## src/hdl/lsse_pkg.sv

```systemverilog
// ----------------------------------------------------------------------------
// lsse_pkg: shared definitions for the LED strip SPI symbol encoder
// Field widths, action and register codes, reset values and the control
// struct passed from the sequencer to the datapath.
// ----------------------------------------------------------------------------
package lsse_pkg;

    localparam int ACTION_W    = 2;
    localparam int INDEX_W     = 5;
    localparam int COLOUR_W    = 24;
    localparam int SYM_W       = 8;
    localparam int WORD_W      = 64;
    localparam int CFG_INDEX_W = 2;
    localparam int SEL_W       = 2;
    localparam int GAP_CNT_W   = 2;

    localparam int PIXELS_DEF      = 16;
    localparam int BYTES_PER_PIXEL = 3;
    localparam int GAP_WORDS       = 3;

    localparam logic [ACTION_W-1:0] ACT_SET  = 2'd0;
    localparam logic [ACTION_W-1:0] ACT_FILL = 2'd1;
    localparam logic [ACTION_W-1:0] ACT_GAP  = 2'd2;

    localparam logic [CFG_INDEX_W-1:0] CFG_ONE_SYMBOL  = 2'd0;
    localparam logic [CFG_INDEX_W-1:0] CFG_ZERO_SYMBOL = 2'd1;

    localparam logic [SYM_W-1:0] ONE_SYMBOL_RST  = 8'h7c;
    localparam logic [SYM_W-1:0] ZERO_SYMBOL_RST = 8'h70;

    localparam logic [SEL_W-1:0] SEL_GREEN = 2'd0;
    localparam logic [SEL_W-1:0] SEL_RED   = 2'd1;
    localparam logic [SEL_W-1:0] SEL_BLUE  = 2'd2;

    typedef struct packed {
        logic             load;
        logic             gap;
        logic             last;
        logic             fill;
        logic [SEL_W-1:0] sel;
    } t_emit;

endpackage

```

## src/hdl/lsse_store.sv

```systemverilog
// ----------------------------------------------------------------------------
// lsse_store: pixel frame store
// One 24-bit colour per pixel, cleared by reset, one write port and one
// asynchronous read port addressed by the sequencer.
// ----------------------------------------------------------------------------
module lsse_store #(
    parameter int PIXELS = lsse_pkg::PIXELS_DEF,
    parameter int PIX_W  = 4
) (
    input  logic                          i_clk,
    input  logic                          i_rst_n,
    input  logic                          i_we,
    input  logic [PIX_W-1:0]              i_waddr,
    input  logic [lsse_pkg::COLOUR_W-1:0] i_wdata,
    input  logic [PIX_W-1:0]              i_raddr,
    output logic [lsse_pkg::COLOUR_W-1:0] o_rdata
);

    logic [lsse_pkg::COLOUR_W-1:0] r_mem [PIXELS];

    always_ff @(posedge i_clk) begin
        if (!i_rst_n) begin
            for (int i = 0; i < PIXELS; i++) begin
                r_mem[i] <= '0;
            end
        end else if (i_we) begin
            r_mem[i_waddr] <= i_wdata;
        end
    end

    assign o_rdata = r_mem[i_raddr];

endmodule

```

## src/hdl/lsse_symbol_unit.sv

```systemverilog
// ----------------------------------------------------------------------------
// lsse_symbol_unit: shared byte to symbol word encoder
// Expands one data byte into eight SPI symbol bytes, MSB first, or gives a
// zero word for a gap, and holds the word in the output register until it is taken.
// ----------------------------------------------------------------------------
module lsse_symbol_unit (
    input  logic                         i_clk,
    input  logic                         i_rst_n,
    input  lsse_pkg::t_emit              i_emit,
    input  logic [7:0]                   i_byte,
    input  logic [lsse_pkg::SYM_W-1:0]   i_one_symbol,
    input  logic [lsse_pkg::SYM_W-1:0]   i_zero_symbol,
    output logic                         o_stall,
    output logic                         o_valid,
    input  logic                         i_ready,
    output logic [lsse_pkg::WORD_W-1:0]  o_coded_word,
    output logic                         o_gap_word,
    output logic                         o_last
);

    logic                        r_valid;
    logic [lsse_pkg::WORD_W-1:0] r_word;
    logic                        r_gap;
    logic                        r_last;
    logic [lsse_pkg::WORD_W-1:0] n_word;

    always_comb begin
        n_word = '0;
        for (int k = 0; k < 8; k++) begin
            n_word[lsse_pkg::WORD_W-1-lsse_pkg::SYM_W*k -: lsse_pkg::SYM_W] =
                i_byte[7-k] ? i_one_symbol : i_zero_symbol;
        end
        if (i_emit.gap) begin
            n_word = '0;
        end
    end

    always_ff @(posedge i_clk) begin
        if (!i_rst_n) begin
            r_valid <= 1'b0;
        end else if (i_emit.load) begin
            r_valid <= 1'b1;
        end else if (i_ready) begin
            r_valid <= 1'b0;
        end
    end

    always_ff @(posedge i_clk) begin
        if (i_emit.load) begin
            r_word <= n_word;
            r_gap  <= i_emit.gap;
            r_last <= i_emit.last;
        end
    end

    assign o_stall      = r_valid && !i_ready;
    assign o_valid      = r_valid;
    assign o_coded_word = r_word;
    assign o_gap_word   = r_gap;
    assign o_last       = r_last;

endmodule

```

## src/hdl/lsse_seq.sv

```systemverilog
// ----------------------------------------------------------------------------
// lsse_seq: refresh sequencer
// Takes one request, walks pixels and colour bytes for a set or fill, then
// the latch gap, issuing one encoder load per cycle while the output is not stalled.
// ----------------------------------------------------------------------------
module lsse_seq #(
    parameter int PIXELS = lsse_pkg::PIXELS_DEF,
    parameter int PIX_W  = 4
) (
    input  logic                          i_clk,
    input  logic                          i_rst_n,
    input  logic                          i_valid,
    output logic                          o_ready,
    input  logic [lsse_pkg::ACTION_W-1:0] i_action,
    input  logic                          i_stall,
    output lsse_pkg::t_emit               o_emit,
    output logic [PIX_W-1:0]              o_pix
);

    localparam logic [1:0] ST_IDLE = 2'd0;
    localparam logic [1:0] ST_PIX  = 2'd1;
    localparam logic [1:0] ST_GAP  = 2'd2;

    localparam logic [PIX_W-1:0] PIX_LAST = PIX_W'(PIXELS - 1);
    localparam logic [lsse_pkg::GAP_CNT_W-1:0] GAP_LAST =
        lsse_pkg::GAP_CNT_W'(lsse_pkg::GAP_WORDS - 1);

    logic [1:0]                        r_state, n_state;
    logic [PIX_W-1:0]                  r_pix, n_pix;
    logic [lsse_pkg::SEL_W-1:0]        r_sel, n_sel;
    logic [lsse_pkg::GAP_CNT_W-1:0]    r_gcnt, n_gcnt;
    logic                              r_fill, n_fill;
    logic                              advance;

    assign advance = !i_stall;

    always_comb begin
        n_state = r_state;
        n_pix   = r_pix;
        n_sel   = r_sel;
        n_gcnt  = r_gcnt;
        n_fill  = r_fill;
        o_emit  = '0;
        case (r_state)
            ST_IDLE: begin
                if (i_valid) begin
                    n_pix  = '0;
                    n_sel  = lsse_pkg::SEL_GREEN;
                    n_gcnt = '0;
                    n_fill = (i_action == lsse_pkg::ACT_FILL);
                    case (i_action)
                        lsse_pkg::ACT_SET:  n_state = ST_PIX;
                        lsse_pkg::ACT_FILL: n_state = ST_PIX;
                        lsse_pkg::ACT_GAP:  n_state = ST_GAP;
                        default:            n_state = ST_IDLE;
                    endcase
                end
            end
            ST_PIX: begin
                o_emit.load = advance;
                o_emit.sel  = r_sel;
                o_emit.fill = r_fill;
                if (advance) begin
                    if (r_sel == lsse_pkg::SEL_BLUE) begin
                        n_sel = lsse_pkg::SEL_GREEN;
                        if (r_pix == PIX_LAST) begin
                            n_pix   = '0;
                            n_state = ST_GAP;
                        end else begin
                            n_pix = r_pix + 1'b1;
                        end
                    end else begin
                        n_sel = r_sel + 1'b1;
                    end
                end
            end
            ST_GAP: begin
                o_emit.load = advance;
                o_emit.gap  = 1'b1;
                o_emit.last = (r_gcnt == GAP_LAST);
                if (advance) begin
                    if (r_gcnt == GAP_LAST) begin
                        n_state = ST_IDLE;
                    end else begin
                        n_gcnt = r_gcnt + 1'b1;
                    end
                end
            end
            default: begin
                n_state = ST_IDLE;
            end
        endcase
    end

    always_ff @(posedge i_clk) begin
        if (!i_rst_n) begin
            r_state <= ST_IDLE;
            r_pix   <= '0;
            r_sel   <= lsse_pkg::SEL_GREEN;
            r_gcnt  <= '0;
            r_fill  <= 1'b0;
        end else begin
            r_state <= n_state;
            r_pix   <= n_pix;
            r_sel   <= n_sel;
            r_gcnt  <= n_gcnt;
            r_fill  <= n_fill;
        end
    end

    assign o_ready = (r_state == ST_IDLE);
    assign o_pix   = r_pix;

endmodule

```

## src/hdl/led_strip_spi_symbol_encoder.sv

```systemverilog
// ----------------------------------------------------------------------------
// led_strip_spi_symbol_encoder: SPI symbol stream for a one-wire LED strip
// Keeps a frame of PIXELS colours and streams it as packed SPI symbol words.
// ----------------------------------------------------------------------------
// A set-pixel or fill request is followed by 3*PIXELS colour words (green,
// red, blue per pixel, MSB first) and three zero latch-gap words; a gap-only
// request gives the three gap words; action 3 is dropped. The encoder issues
// one word per cycle while the output is not stalled, and keeps the input
// not ready from the accepted request until the last gap word is loaded.
// The next request is taken while the final word waits at the output.
// Symbol registers are written at any time through the config port.
module led_strip_spi_symbol_encoder #(
    parameter int PIXELS = lsse_pkg::PIXELS_DEF
) (
    input  logic                             i_clk,
    input  logic                             i_rst_n,
    input  logic                             i_valid,
    output logic                             o_ready,
    input  logic [lsse_pkg::ACTION_W-1:0]    i_action,
    input  logic [lsse_pkg::INDEX_W-1:0]     i_pixel_index,
    input  logic [lsse_pkg::COLOUR_W-1:0]    i_colour,
    output logic                             o_valid,
    input  logic                             i_ready,
    output logic [lsse_pkg::WORD_W-1:0]      o_coded_word,
    output logic                             o_gap_word,
    output logic                             o_last,
    input  logic                             i_cfg_valid,
    output logic                             o_cfg_ready,
    input  logic [lsse_pkg::CFG_INDEX_W-1:0] i_cfg_index,
    input  logic [lsse_pkg::SYM_W-1:0]       i_cfg_data
);

    localparam int PIX_W = (PIXELS > 1) ? $clog2(PIXELS) : 1;

    logic [lsse_pkg::SYM_W-1:0]    r_one_symbol;
    logic [lsse_pkg::SYM_W-1:0]    r_zero_symbol;
    logic [lsse_pkg::COLOUR_W-1:0] r_colour;
    logic                          accept;
    logic                          store_we;
    logic [PIX_W-1:0]              pix;
    logic [lsse_pkg::COLOUR_W-1:0] store_rd;
    logic [lsse_pkg::COLOUR_W-1:0] src;
    logic [7:0]                    byte_sel;
    logic                          stall;
    lsse_pkg::t_emit               emit;

    assign accept   = i_valid && o_ready;
    assign store_we = accept && (i_action == lsse_pkg::ACT_SET) &&
                      ({1'b0, i_pixel_index} < (lsse_pkg::INDEX_W + 1)'(PIXELS));

    assign o_cfg_ready = 1'b1;

    always_ff @(posedge i_clk) begin
        if (!i_rst_n) begin
            r_one_symbol  <= lsse_pkg::ONE_SYMBOL_RST;
            r_zero_symbol <= lsse_pkg::ZERO_SYMBOL_RST;
        end else if (i_cfg_valid) begin
            case (i_cfg_index)
                lsse_pkg::CFG_ONE_SYMBOL:  r_one_symbol  <= i_cfg_data;
                lsse_pkg::CFG_ZERO_SYMBOL: r_zero_symbol <= i_cfg_data;
                default: ;
            endcase
        end
    end

    always_ff @(posedge i_clk) begin
        if (accept) begin
            r_colour <= i_colour;
        end
    end

    lsse_seq #(
        .PIXELS (PIXELS),
        .PIX_W  (PIX_W)
    ) u_seq (
        .i_clk    (i_clk),
        .i_rst_n  (i_rst_n),
        .i_valid  (i_valid),
        .o_ready  (o_ready),
        .i_action (i_action),
        .i_stall  (stall),
        .o_emit   (emit),
        .o_pix    (pix)
    );

    lsse_store #(
        .PIXELS (PIXELS),
        .PIX_W  (PIX_W)
    ) u_store (
        .i_clk   (i_clk),
        .i_rst_n (i_rst_n),
        .i_we    (store_we),
        .i_waddr (i_pixel_index[PIX_W-1:0]),
        .i_wdata (i_colour),
        .i_raddr (pix),
        .o_rdata (store_rd)
    );

    assign src = emit.fill ? r_colour : store_rd;

    always_comb begin
        case (emit.sel)
            lsse_pkg::SEL_GREEN: byte_sel = src[15:8];
            lsse_pkg::SEL_RED:   byte_sel = src[23:16];
            lsse_pkg::SEL_BLUE:  byte_sel = src[7:0];
            default:             byte_sel = src[7:0];
        endcase
    end

    lsse_symbol_unit u_symbol (
        .i_clk         (i_clk),
        .i_rst_n       (i_rst_n),
        .i_emit        (emit),
        .i_byte        (byte_sel),
        .i_one_symbol  (r_one_symbol),
        .i_zero_symbol (r_zero_symbol),
        .o_stall       (stall),
        .o_valid       (o_valid),
        .i_ready       (i_ready),
        .o_coded_word  (o_coded_word),
        .o_gap_word    (o_gap_word),
        .o_last        (o_last)
    );

endmodule

```

## config.mk

```make
export PLATFORM = sky130hd
export DESIGN_NAME = led_strip_spi_symbol_encoder
export DESIGN_NICKNAME = d
export VERILOG_FILES = /design/src/hdl/lsse_pkg.sv /design/src/hdl/lsse_store.sv /design/src/hdl/lsse_symbol_unit.sv /design/src/hdl/lsse_seq.sv /design/src/hdl/led_strip_spi_symbol_encoder.sv
export SDC_FILE = /design/constraint.sdc
export NUM_CORES = 1
export LEC_CHECK = 0
export BUFFER_PORTS_ARGS = -buffer_cell sky130_fd_sc_hd__buf_2
export CORE_MARGIN = 2
export CORE_UTILIZATION = 60
export DETAILED_ROUTE_END_ITERATION = 7
export GPL_ROUTABILITY_DRIVEN = 0
export PLACE_DENSITY_LB_ADDON = 0.08
export SLEW_MARGIN = 10
export SYNTH_ARGS = -nofsm -noshare
export SYNTH_HDL_FRONTEND = slang
export SYNTH_SLANG_ARGS = --single-unit
export TNS_END_PERCENT = 10
```

## constraint.sdc

```tcl
create_clock -name i_clk -period 5 [get_ports i_clk]
set_input_delay 0.5 -clock i_clk [delete_from_list [all_inputs] [get_ports i_clk]]
set_output_delay 0.5 -clock i_clk [all_outputs]
set_load 0.005 [all_outputs]
```

==> flow_summary.toml, run 1 <==
[logic_synthesis]
synth_edf_count = 474
synthCells = 1589
yosysTopAreaCellShare = 0.6215
yosys.area.top_type = "edfxtp_1"
synth-main-ff-cell = "edfxtp_1"
synth_cell_types = 50
syn-num-nets = 1640
yosysSeqAreaShare = 0.6495
async_flop_share = 0
synth_area_um2 = 22900
ys_top_cells_by_area = "edfxtp_1, and2_1, mux2i_1, mux4_2, dfxtp_1"
synth.avg_cell_area_um2 = 14.41
synth_seq_cells = 506
synth_warnings = 0

[setup_path]
end_kind = "flip-flop"
crit_fanout = 44
path_class = "flip-flop to flip-flop"
crit_path_start_kind = "flip-flop"
cp.arrival_ns = 3.93
required_ns = 5.32

[floorplanning]
design.portCount = 115
core_um2 = 37670
dieArea_um2 = 39750
placementRows = 71
fp.dieW_um = 199.4
initial_core_util = 0.6080
fp.dieH_um = 199.4

[worst_hold_path]
hold_path_class = "input pin to flip-flop"
hp-start = "i_cfg_data[6]"

[global_route]
grt_first_pass_wirelength_um = 87040
globalRouteTotalUtil = 0.3063
grt_overflow = 0
grt_pass1_vias = 13290
grt_max_degree = 67
grt_antenna_before_repair = 2

[route]
wl_per_cell_um = 26.61
via_count = 13610
wl_um = 59480
avgViaCountPerCell = 6.091
antenna_left = 0
drt_iter0_drc = 1383
drt-pass1-iter-count = 6
drc = 0

[clock_network]
ctsHtreeMaxLevel = 2
cts_tree = "yes"
path_clk_slew_ns = 0.06
cts_sinks = 506
cts_root_buffer = "clkbuf_16"
postCtsSetupBuffers = 0
post_cts_resized = 0
cts_max_path_buffers = 3
hold_buffers = 0
cts_buffers = 54
clock_latency_ns = 0.60

[power]
ir_drop_uv = 276.7
power_mw = 9.949
powerDensity_nw_per_um2 = 388.3
p_leak_nw = 9.400

[run_status]
status = "completed"

[sta]
hold_violations = 0
rsz0062_at_grt = "no"
period_needed_ns = 3.610
fmax_mhz = 277.0
finalSetupTns_ns = 0
worstMarginPinSlew_ns = 1.220
drv_slew = 0
finalClockSkew_ns = 0.01420
finalSetupViolations = 0
layout_setup_ws_ns = 1.390
slew_headroom = 0.1850
fin_crit_sh = 0.7220

[final_layout]
multi_input_area_um2 = 7476
regArea_um2 = 14880
final_nets = 1729
fillers = 2696
fin_util = 0.6803
syn2layout_area_growth_pct = 11.88
layout-drive-gt1-share = 0.1736

[place]
io_buffers = 113
dp_hpwl_um = 36750
dp_slack_ns = 1.451

[job]
maxCapViolCount = 0
[layout by cell type (no fill, tap or decap), types with 12 or more instances in the layout]
master,count
edfxtp_1,474
clkbuf_16,58
nand3_1,14
nand2b_1,40
mux4_2,39
mux2i_1,202
nor2_1,23
buf_2,113
nor2b_1,15
a21oi_1,34
nand2_1,41
clkbuf_1,14
dfxtp_1,30
o21ai_2,12
clkinv_1,20
a22oi_1,57
buf_4,42
and2_1,388
[cell type report]
| type | instances | area share |
|---|---|---|
| Clock inverter | 25 | 0.005030 |
| Sequential cell | 506 | 0.5808 |
| Inverter | 7 | 0.001025 |
| Timing Repair Buffer | 157 | 0.03594 |
| Multi-Input combinational cell | 952 | 0.2918 |
| Tap cell | 511 | 0.02495 |
| Antenna cell | 2 | 0.0001953 |
| Clock buffer | 75 | 0.06031 |
[report_power, final]
| part | switching, mW | internal [mW] | total (mW) | leakage (nW) |
|---|---|---|---|---|
| combinational | 0.676 | 0.426 | 1.10 | 3.53 |
| clock | 1.60 | 2.19 | 3.79 | 0.814 |
| sequential | 0.117 | 4.94 | 5.06 | 5.06 |
| total | 2.39 | 7.56 | 9.95 | 9.40 |
[synth_stat cells (all sizes together), types with 2 or more instances]
| library cell | number |
|---|---|
| nand2 | 41 |
| a21boi | 8 |
| nand3b | 3 |
| mux4 | 40 |
| nor3 | 4 |
| inv | 7 |
| nor2b | 18 |
| nor4 | 9 |
| nor2 | 24 |
| o21ai | 26 |
| dfxtp | 32 |
| ha | 5 |
| o22ai | 8 |
| nand3 | 14 |
| mux2i | 202 |
| a22oi | 57 |
| a21oi | 34 |
| edfxtp | 474 |
| o21a | 3 |
| a32oi | 8 |
| or3b | 2 |
| nand2b | 41 |
| and2 | 389 |
| clkbuf | 75 |
| o211ai | 2 |
| buf | 49 |
[sequential cells by signal (all words and copies together), names as in the netlist, named ones only]
| register | flops |
|---|---|
| r_colour | 24 |
| r_one_symbol | 8 |
| r_zero_symbol | 8 |
| u_seq.o_pix | 4 |
| u_seq.r_fill | 1 |
| u_seq.r_gcnt | 2 |
| u_seq.r_sel | 2 |
| u_seq.r_state | 2 |
| u_store.r_mem | 384 |
| u_symbol.o_coded_word | 64 |
| u_symbol.o_gap_word | 1 |
| u_symbol.o_last | 1 |
| u_symbol.o_valid | 1 |
[worst max-delay path, stage by stage (launching register included)]
cell and delay (ns):
dfxtp_4 0.84, nor2b_1 1.04, a22oi_1 0.31, a32oi_1 0.28, nand2_1 0.17, o22ai_4 0.46, mux2i_1 0.15
[worst paths after layout]
path,end,slack [ns],cells past startpoint
setup reg to reg,u_symbol.o_coded_word[6],1.39,6
hold reg to reg,r_one_symbol[7],0.47,2
hold / removal,r_zero_symbol[6],0.14,3
setup / recovery,u_symbol.o_coded_word[6],1.39,6
[stage by stage]
| stage | hold slack, ns | cell area [um2] | std cells |
|---|---|---|---|
| 4_1_cts | 0.1153 | 25620 | 2233 |
| 3_3_place_gp | 0.4521 | 23940 | 2133 |
| 2_1_floorplan | 0.4419 | 22900 | 1589 |
| 5_1_grt | 0.1500 | 25620 | 2234 |
| 3_5_place_dp | 0.4565 | 23940 | 2133 |
| 6_report | 0.1358 | 25620 | 2235 |
[routing by layer]
| layer | vias to the layer above | share of wire | global-route usage |
|---|---|---|---|
| li1 | 5998 | - | - |
| met1 | 6848 | 0.40 | 0.4194 |
| met2 | 659 | 0.49 | 0.5087 |
| met3 | 109 | 0.079 | 0.04574 |
| met4 | 0 | 0.028 | 0.1004 |
| met5 | - | 0 | 0 |
[cell families after synthesis]
kind of cell	Yosys count	synth area share
adder cells (fa/ha/maj)	5	0.002732
flip-flops	506	0.6495
other	1	0.0001637
XOR/XNOR	2	0.0007650
AO/OA/AOI/OAI	150	0.04753
multiplexers	242	0.1278
buffers and inverters	131	0.02743
AND/OR/NAND/NOR	552	0.1441
Note: power is estimated with default switching activity, not from simulation.
==> run 2: changes to the inputs <==
--- a/config.mk
+++ b/config.mk
@@ -5,6 +5,7 @@
 export SDC_FILE = /design/constraint.sdc
 export NUM_CORES = 1
 export LEC_CHECK = 0
+export ABC_AREA = 1
 export BUFFER_PORTS_ARGS = -buffer_cell sky130_fd_sc_hd__buf_2
 export CORE_MARGIN = 2
 export CORE_UTILIZATION = 60
==> constraint.sdc (replaced) <==
create_clock -name i_clk -period 3.67 [get_ports i_clk]
set_input_delay 0.367 -clock i_clk [delete_from_list [all_inputs] [get_ports i_clk]]
set_output_delay 0.367 -clock i_clk [all_outputs]
set_load 0.005 [all_outputs]
==> flow_summary.toml, run 2 <==
[sta]
worstMarginPinSlew_ns = 0.9691
fmax_mhz = 349.4
slew_headroom = 0.3496
fin_crit_sh = 0.7798
drv_slew = 0
period_needed_ns = 2.862
hold_violations = 0
finalClockSkew_ns = 0.01574
finalSetupViolations = 0
finalSetupTns_ns = 0
rsz0062_at_grt = "no"

[job]
maxCapViolCount = 0

[final_layout]
diodes = 0
fillers = 3137
syn2layout_area_growth_pct = 10.62
final_cell_mix = "nand2_1, nor2_1, edfxtp_1"
final_nets = 2569
layout-drive-gt1-share = 0.1010
regArea_um2 = 14880
registers.top_by_ff_count = "u_store.r_mem"
final_common_cell = "nand2_1"
multi_input_area_um2 = 6995
final_cell_area_um2 = 25880
largest_reg_flops = 384

[logic_synthesis]
synth_top_family_by_area = "simple AND/OR/NAND/NOR gates"
synth_xor_area_frac = 0
ys_top_cells_by_area = "edfxtp_1, nand2_1, nor2_1, nand3_1, dfxtp_1"
synthMuxAreaShare = 0
yosysTopAreaCellShare = 0.6084
synth-main-ff-cell = "edfxtp_1"
yosysSeqAreaShare = 0.6358
syn-num-nets = 2505
synth_seq_cells = 506
synth-adder-area-share = 0.002674
synth_cell_types = 31
synthTopCellsByCount = "nand2_1, nor2_1, edfxtp_1"
async_flop_share = 0
synthCells = 2454
synth_edf_count = 474
synth_most_common_cell = "nand2_1"
yosys.area.top_type = "edfxtp_1"
yosys.area_share.simple = 0.2691
synth_warnings = 0
synth_area_um2 = 23390
synth-compound-area-share = 0.02679
synth.avg_cell_area_um2 = 9.533

[worst_hold_path]
hp-start = "i_colour[15]"
hold_path_class = "input pin to flip-flop"
whs_path_depth = 1
holdPathEnd = "r_colour[15]"

[floorplanning]
dieArea_um2 = 40590
placementRows = 72
initial_core_util = 0.6068
fp.dieH_um = 201.5
fp.dieW_um = 201.5
core_um2 = 38560
design.portCount = 115

[clock_network]
ctsHtreeMaxLevel = 2
cts_tree = "yes"
cts_max_path_buffers = 3
path_clk_slew_ns = 0.06
cts_buffers = 52
cts_root_buffer = "clkbuf_16"
cts_sinks = 506
post_cts_resized = 0
clock_latency_ns = 0.59

[global_route]
grt_overflow = 0
grt_pass1_vias = 17560
grt_antenna_before_repair = 0
globalRouteTotalUtil = 0.3267
grt_first_pass_wirelength_um = 100900
grt_max_degree = 129

[route]
drc = 0
wl_um = 65650
drt_iter0_drc = 2121
drt-pass1-iter-count = 5
antenna_left = 0
via_count = 17990
avgViaCountPerCell = 5.854
wl_per_cell_um = 21.37

[setup_path]
r2r-end = "u_store.r_mem[3][11]"
reg2reg_depth = 10
cp.arrival_ns = 3.10
path_class = "flip-flop to flip-flop"
end_kind = "flip-flop"
required_ns = 3.91
reg2reg_slack_ns = 0.81
regToRegStartpoint = "u_seq.r_state[0]"
crit_path_start_kind = "flip-flop"
crit_fanout = 25

[place]
io_buffers = 113
postPlaceCellArea_um2 = 24110
dp_hpwl_um = 39140

[power]
powerDensity_nw_per_um2 = 588.4
p_leak_nw = 10.81
ir_drop_uv = 575.9

[run_status]
status = "completed"
==> run 2: changes by cell type after synthesis, moves of 28 or more <==
cell | before | now
a21oi_1 | 34 | 87
a22oi_1 | 57 | 0
and2_1 | 389 | 0
buf_6 | 6 | 34
inv_1 | 7 | 116
mux2i_1 | 202 | 0
mux4_2 | 39 | 0
nand2_1 | 41 | 591
nand2b_1 | 41 | 0
nand3_1 | 14 | 382
nor2_1 | 23 | 519
==> run 2: stage by stage <==
step	util	hold WS [ns]	setup slack, ns	cells	power (mW)
2_1_floorplan	-	0.4632	0.7203	2454	9.412
3_3_place_gp	0.6254	0.4828	0.9978	2962	10.20
3_5_place_dp	0.6254	0.4908	0.8563	2962	10.29
4_1_cts	0.6712	0.003446	0.8507	3072	15.24
5_1_grt	0.6712	0.007765	0.6209	3072	15.85
6_report	0.6712	0.01814	0.8081	3072	15.23
==> run 2: report_power, final <==
group,switching (mW),internal [mW],total [mW]
Clock,2.17,2.82,4.99
Combinational,2.01,0.869,2.87
Sequential,0.201,7.16,7.36
==> run 2: metal layers <==
| layer | global-route usage | routed length, um | vias up |
|---|---|---|---|
| met1 | 0.4557 | 25580 | 8530 |
| met5 | 0 | 0 | - |
| met2 | 0.5119 | 30470 | 1025 |
| met3 | 0.05215 | 7035 | 164 |
| met4 | 0.1439 | 2564 | 0 |
| li1 | - | - | 8266 |
==> run 2: worst max path at each step <==
stage                                endpoint        startpoint  slack, ns
finish                   u_store.r_mem[3][11]  u_seq.r_state[0]       0.81
global route        u_symbol.o_coded_word[44]  u_seq.r_state[1]       0.62
global placement         u_store.r_mem[2][13]  u_seq.r_state[0]        1.0
floorplan                 u_store.r_mem[0][0]  u_seq.r_state[0]       0.72
CTS                      u_store.r_mem[3][12]  u_seq.r_state[0]       0.85
detailed placement       u_store.r_mem[3][13]  u_seq.r_state[0]       0.86
==> run 2: area by class of cell <==
cell class,count,share of cell area
Sequential cell,506,0.5751
Multi-Input combinational cell,1641,0.2703
Clock buffer,68,0.05459
Timing Repair Buffer,189,0.05019
Tap cell,518,0.02504
Inverter,128,0.01881
Clock inverter,22,0.005947
==> run 2: cell families (layout without fill, tap and decap cells) <==
group                    after synthesis  after routing
AND/OR/NAND/NOR                     1516           1516
buffers and inverters                307            407
AO/OA/AOI/OAI                        119            119
other                                  1              1
adder cells (fa/ha/maj)                5              5
flip-flops                           506            506
==> run 2: timing repair <==
item	4_1_cts	5_1_grt
hold endpoints to repair	21	0
hold buffers	20	0
setup buffers	0	0
endpoints found under the setup margin	0	0
==> run 2: worst max-delay path, stage by stage (launching register included) <==
cell	delay, ns
dfxtp_1	0.32
inv_1	0.10
ha_1	0.26
nand2_1	0.11
inv_2	0.07
nand4_1	0.29
nor3_1	0.51
nand2_1	0.10
buf_4	0.25
nand2_1	0.10
buf_4	0.36
==> run 3: changes to the inputs <==
==> constraint.sdc (replaced) <==
create_clock -name i_clk -period 2.83 [get_ports i_clk]
set_input_delay 0.283 -clock i_clk [delete_from_list [all_inputs] [get_ports i_clk]]
set_output_delay 0.283 -clock i_clk [all_outputs]
set_load 0.005 [all_outputs]
==> flow_summary.toml, run 3 (synthesized netlist as in run 2, its figures left out) <==
[run_status]
status = "completed"

[global_route]
grt_overflow = 0
grt_first_pass_wirelength_um = 102000
globalRouteTotalUtil = 0.3344
grt_pass1_vias = 17790
grt_antenna_before_repair = 1
grt_max_degree = 95

[setup_path]
reg2reg_slack_ns = 0.34
crit_family = "simple AND/OR/NAND/NOR gates"
r2r-end = "u_symbol.o_coded_word[44]"
end_kind = "flip-flop"
crit_path_start_kind = "flip-flop"
crit_chain = "inv_6, buf_4, nand2_1, nand3_1, nand3_1, nand2_1, nand2_1, nand3_1, nand2_1, nand3_2, nand3_1, nand2_1, nor2_1"
reg2reg_depth = 13
cp.arrival_ns = 2.85
crit_cells = 13
slowest_stage = "dfxtp_4"
required_ns = 3.19
critical_path.max_stage_delay_ns = 0.38
cp_num_buf_inv = 2
crit_fanout = 31
critPathCapture = "u_symbol.o_coded_word[44]"
path_class = "flip-flop to flip-flop"
critPathMostFrequentCell = "nand2_1"

[final_layout]
fin_cells = 3107
fillers = 3042
layout-drive-gt1-share = 0.1082
registers.top_by_ff_count = "u_store.r_mem"
fin_util = 0.6847
final_common_cell = "nand2_1"
final_cell_mix = "nand2_1, nor2_1, edfxtp_1"
syn2layout_area_growth_pct = 12.84
largest_reg_flops = 384
final_cell_area_um2 = 26400
final_nets = 2602

[sta]
drv_slew = 0
finalClockSkew_ns = 0.03085
slew_headroom = 0.5384
holdWs_ns = 0.04133
worstMarginPinSlew_ns = 0.6917
finalSetupTns_ns = 0
finalSetupViolations = 0
fmax_mhz = 402.0
rsz0062_at_grt = "no"
fin_crit_sh = 0.8789
period_needed_ns = 2.487
hold_violations = 0

[route]
drt-pass1-iter-count = 7
via_count = 18300
avgViaCountPerCell = 5.891
drt_iter0_drc = 2153
drc = 0
wl_per_cell_um = 21.59
antenna_left = 0
wl_um = 67070

[job]
maxCapViolCount = 0

[clock_network]
cts_max_path_buffers = 3
cts_buffers = 52
cts_sinks = 506
clock_latency_ns = 0.61
ctsHtreeMaxLevel = 2
cts_root_buffer = "clkbuf_16"
path_clk_slew_ns = 0.06
cts_tree = "yes"
post_cts_resized = 0

[floorplanning]
fp.dieH_um = 201.5
placementRows = 72
dieArea_um2 = 40590
design.portCount = 115
initial_core_util = 0.6068
fp.dieW_um = 201.5
core_um2 = 38560

[power]
ir_drop_uv = 699.0
p_leak_nw = 11.06
powerDensity_nw_per_um2 = 758.9

[place]
dp_hpwl_um = 40560
io_buffers = 113
post-place-cells = 2982
postPlaceCellArea_um2 = 24450

[worst_hold_path]
hold_path_class = "input pin to flip-flop"
## run 3: final cells by class
class,count,area (um2),area share
clock inverters,22,187.7,0.007109
clock buffers,69,1426,0.05403
inverters,128,486.7,0.01844
diodes,1,2.502,0.00009479
multi-input cells,1641,6998,0.2651
well taps,518,648.1,0.02455
flip-flops and latches,506,14880,0.5638
repair buffers,222,1767,0.06692
## run 3: layer usage
| metal | part of all wire | wire, um | vias to the layer above | track usage |
|---|---|---|---|---|
| met1 | 0.37 | 25110 | 8687 | 0.4490 |
| met4 | 0.052 | 3482 | 0 | 0.1752 |
| li1 | - | - | 8346 | - |
| met2 | 0.47 | 31250 | 1071 | 0.5244 |
| met3 | 0.11 | 7224 | 198 | 0.06187 |
| met5 | 0 | 0 | - | 0 |
## run 3: how the worst min path moves through the flow
stage / start / endpoint / slack, ns / cells after the start
2_1_floorplan: i_colour[0] / r_colour[0] / 0.38 / 0
3_3_place_gp: i_colour[1] / r_colour[1] / 0.48 / 1
3_5_place_dp: i_colour[1] / r_colour[1] / 0.48 / 1
4_1_cts: i_valid / u_seq.r_fill / 0.01 / 4
5_1_grt: i_valid / u_seq.r_fill / 0.03 / 4
6_report: i_valid / u_seq.r_fill / 0.04 / 4
## run 3: repair_timing
item	4_1_cts	5_1_grt
hold endpoints to repair	39	0
hold buffers	33	0
setup buffers	0	0
## run 3: worst reg2reg max path: stages, from the launching register on
cell and delay, ns:
dfxtp_4 0.38, inv_6 0.25, buf_4 0.29, nand2_1 0.09
nand3_1 0.07, nand3_1 0.07, nand2_1 0.10, nand2_1 0.07
nand3_1 0.22, nand2_1 0.18, nand3_2 0.29, nand3_1 0.14
nand2_1 0.08, nor2_1 0.04
## run 3: through the flow
step                      setup slack [ns]  power [mW]
final                               0.3426       20.03
after global routing                0.1601       20.82
after CTS                           0.4016       20.04
after detailed placement            0.3834       13.46
after global placement              0.4388       13.35
after floorplan                    -0.1197       12.20
## run 3: power by group
| group | total, mW | internal (mW) | switching, mW |
|---|---|---|---|
| combinational | 3.88 | 1.24 | 2.64 |
| sequential | 9.52 | 9.27 | 0.255 |
| clock | 6.63 | 3.79 | 2.83 |
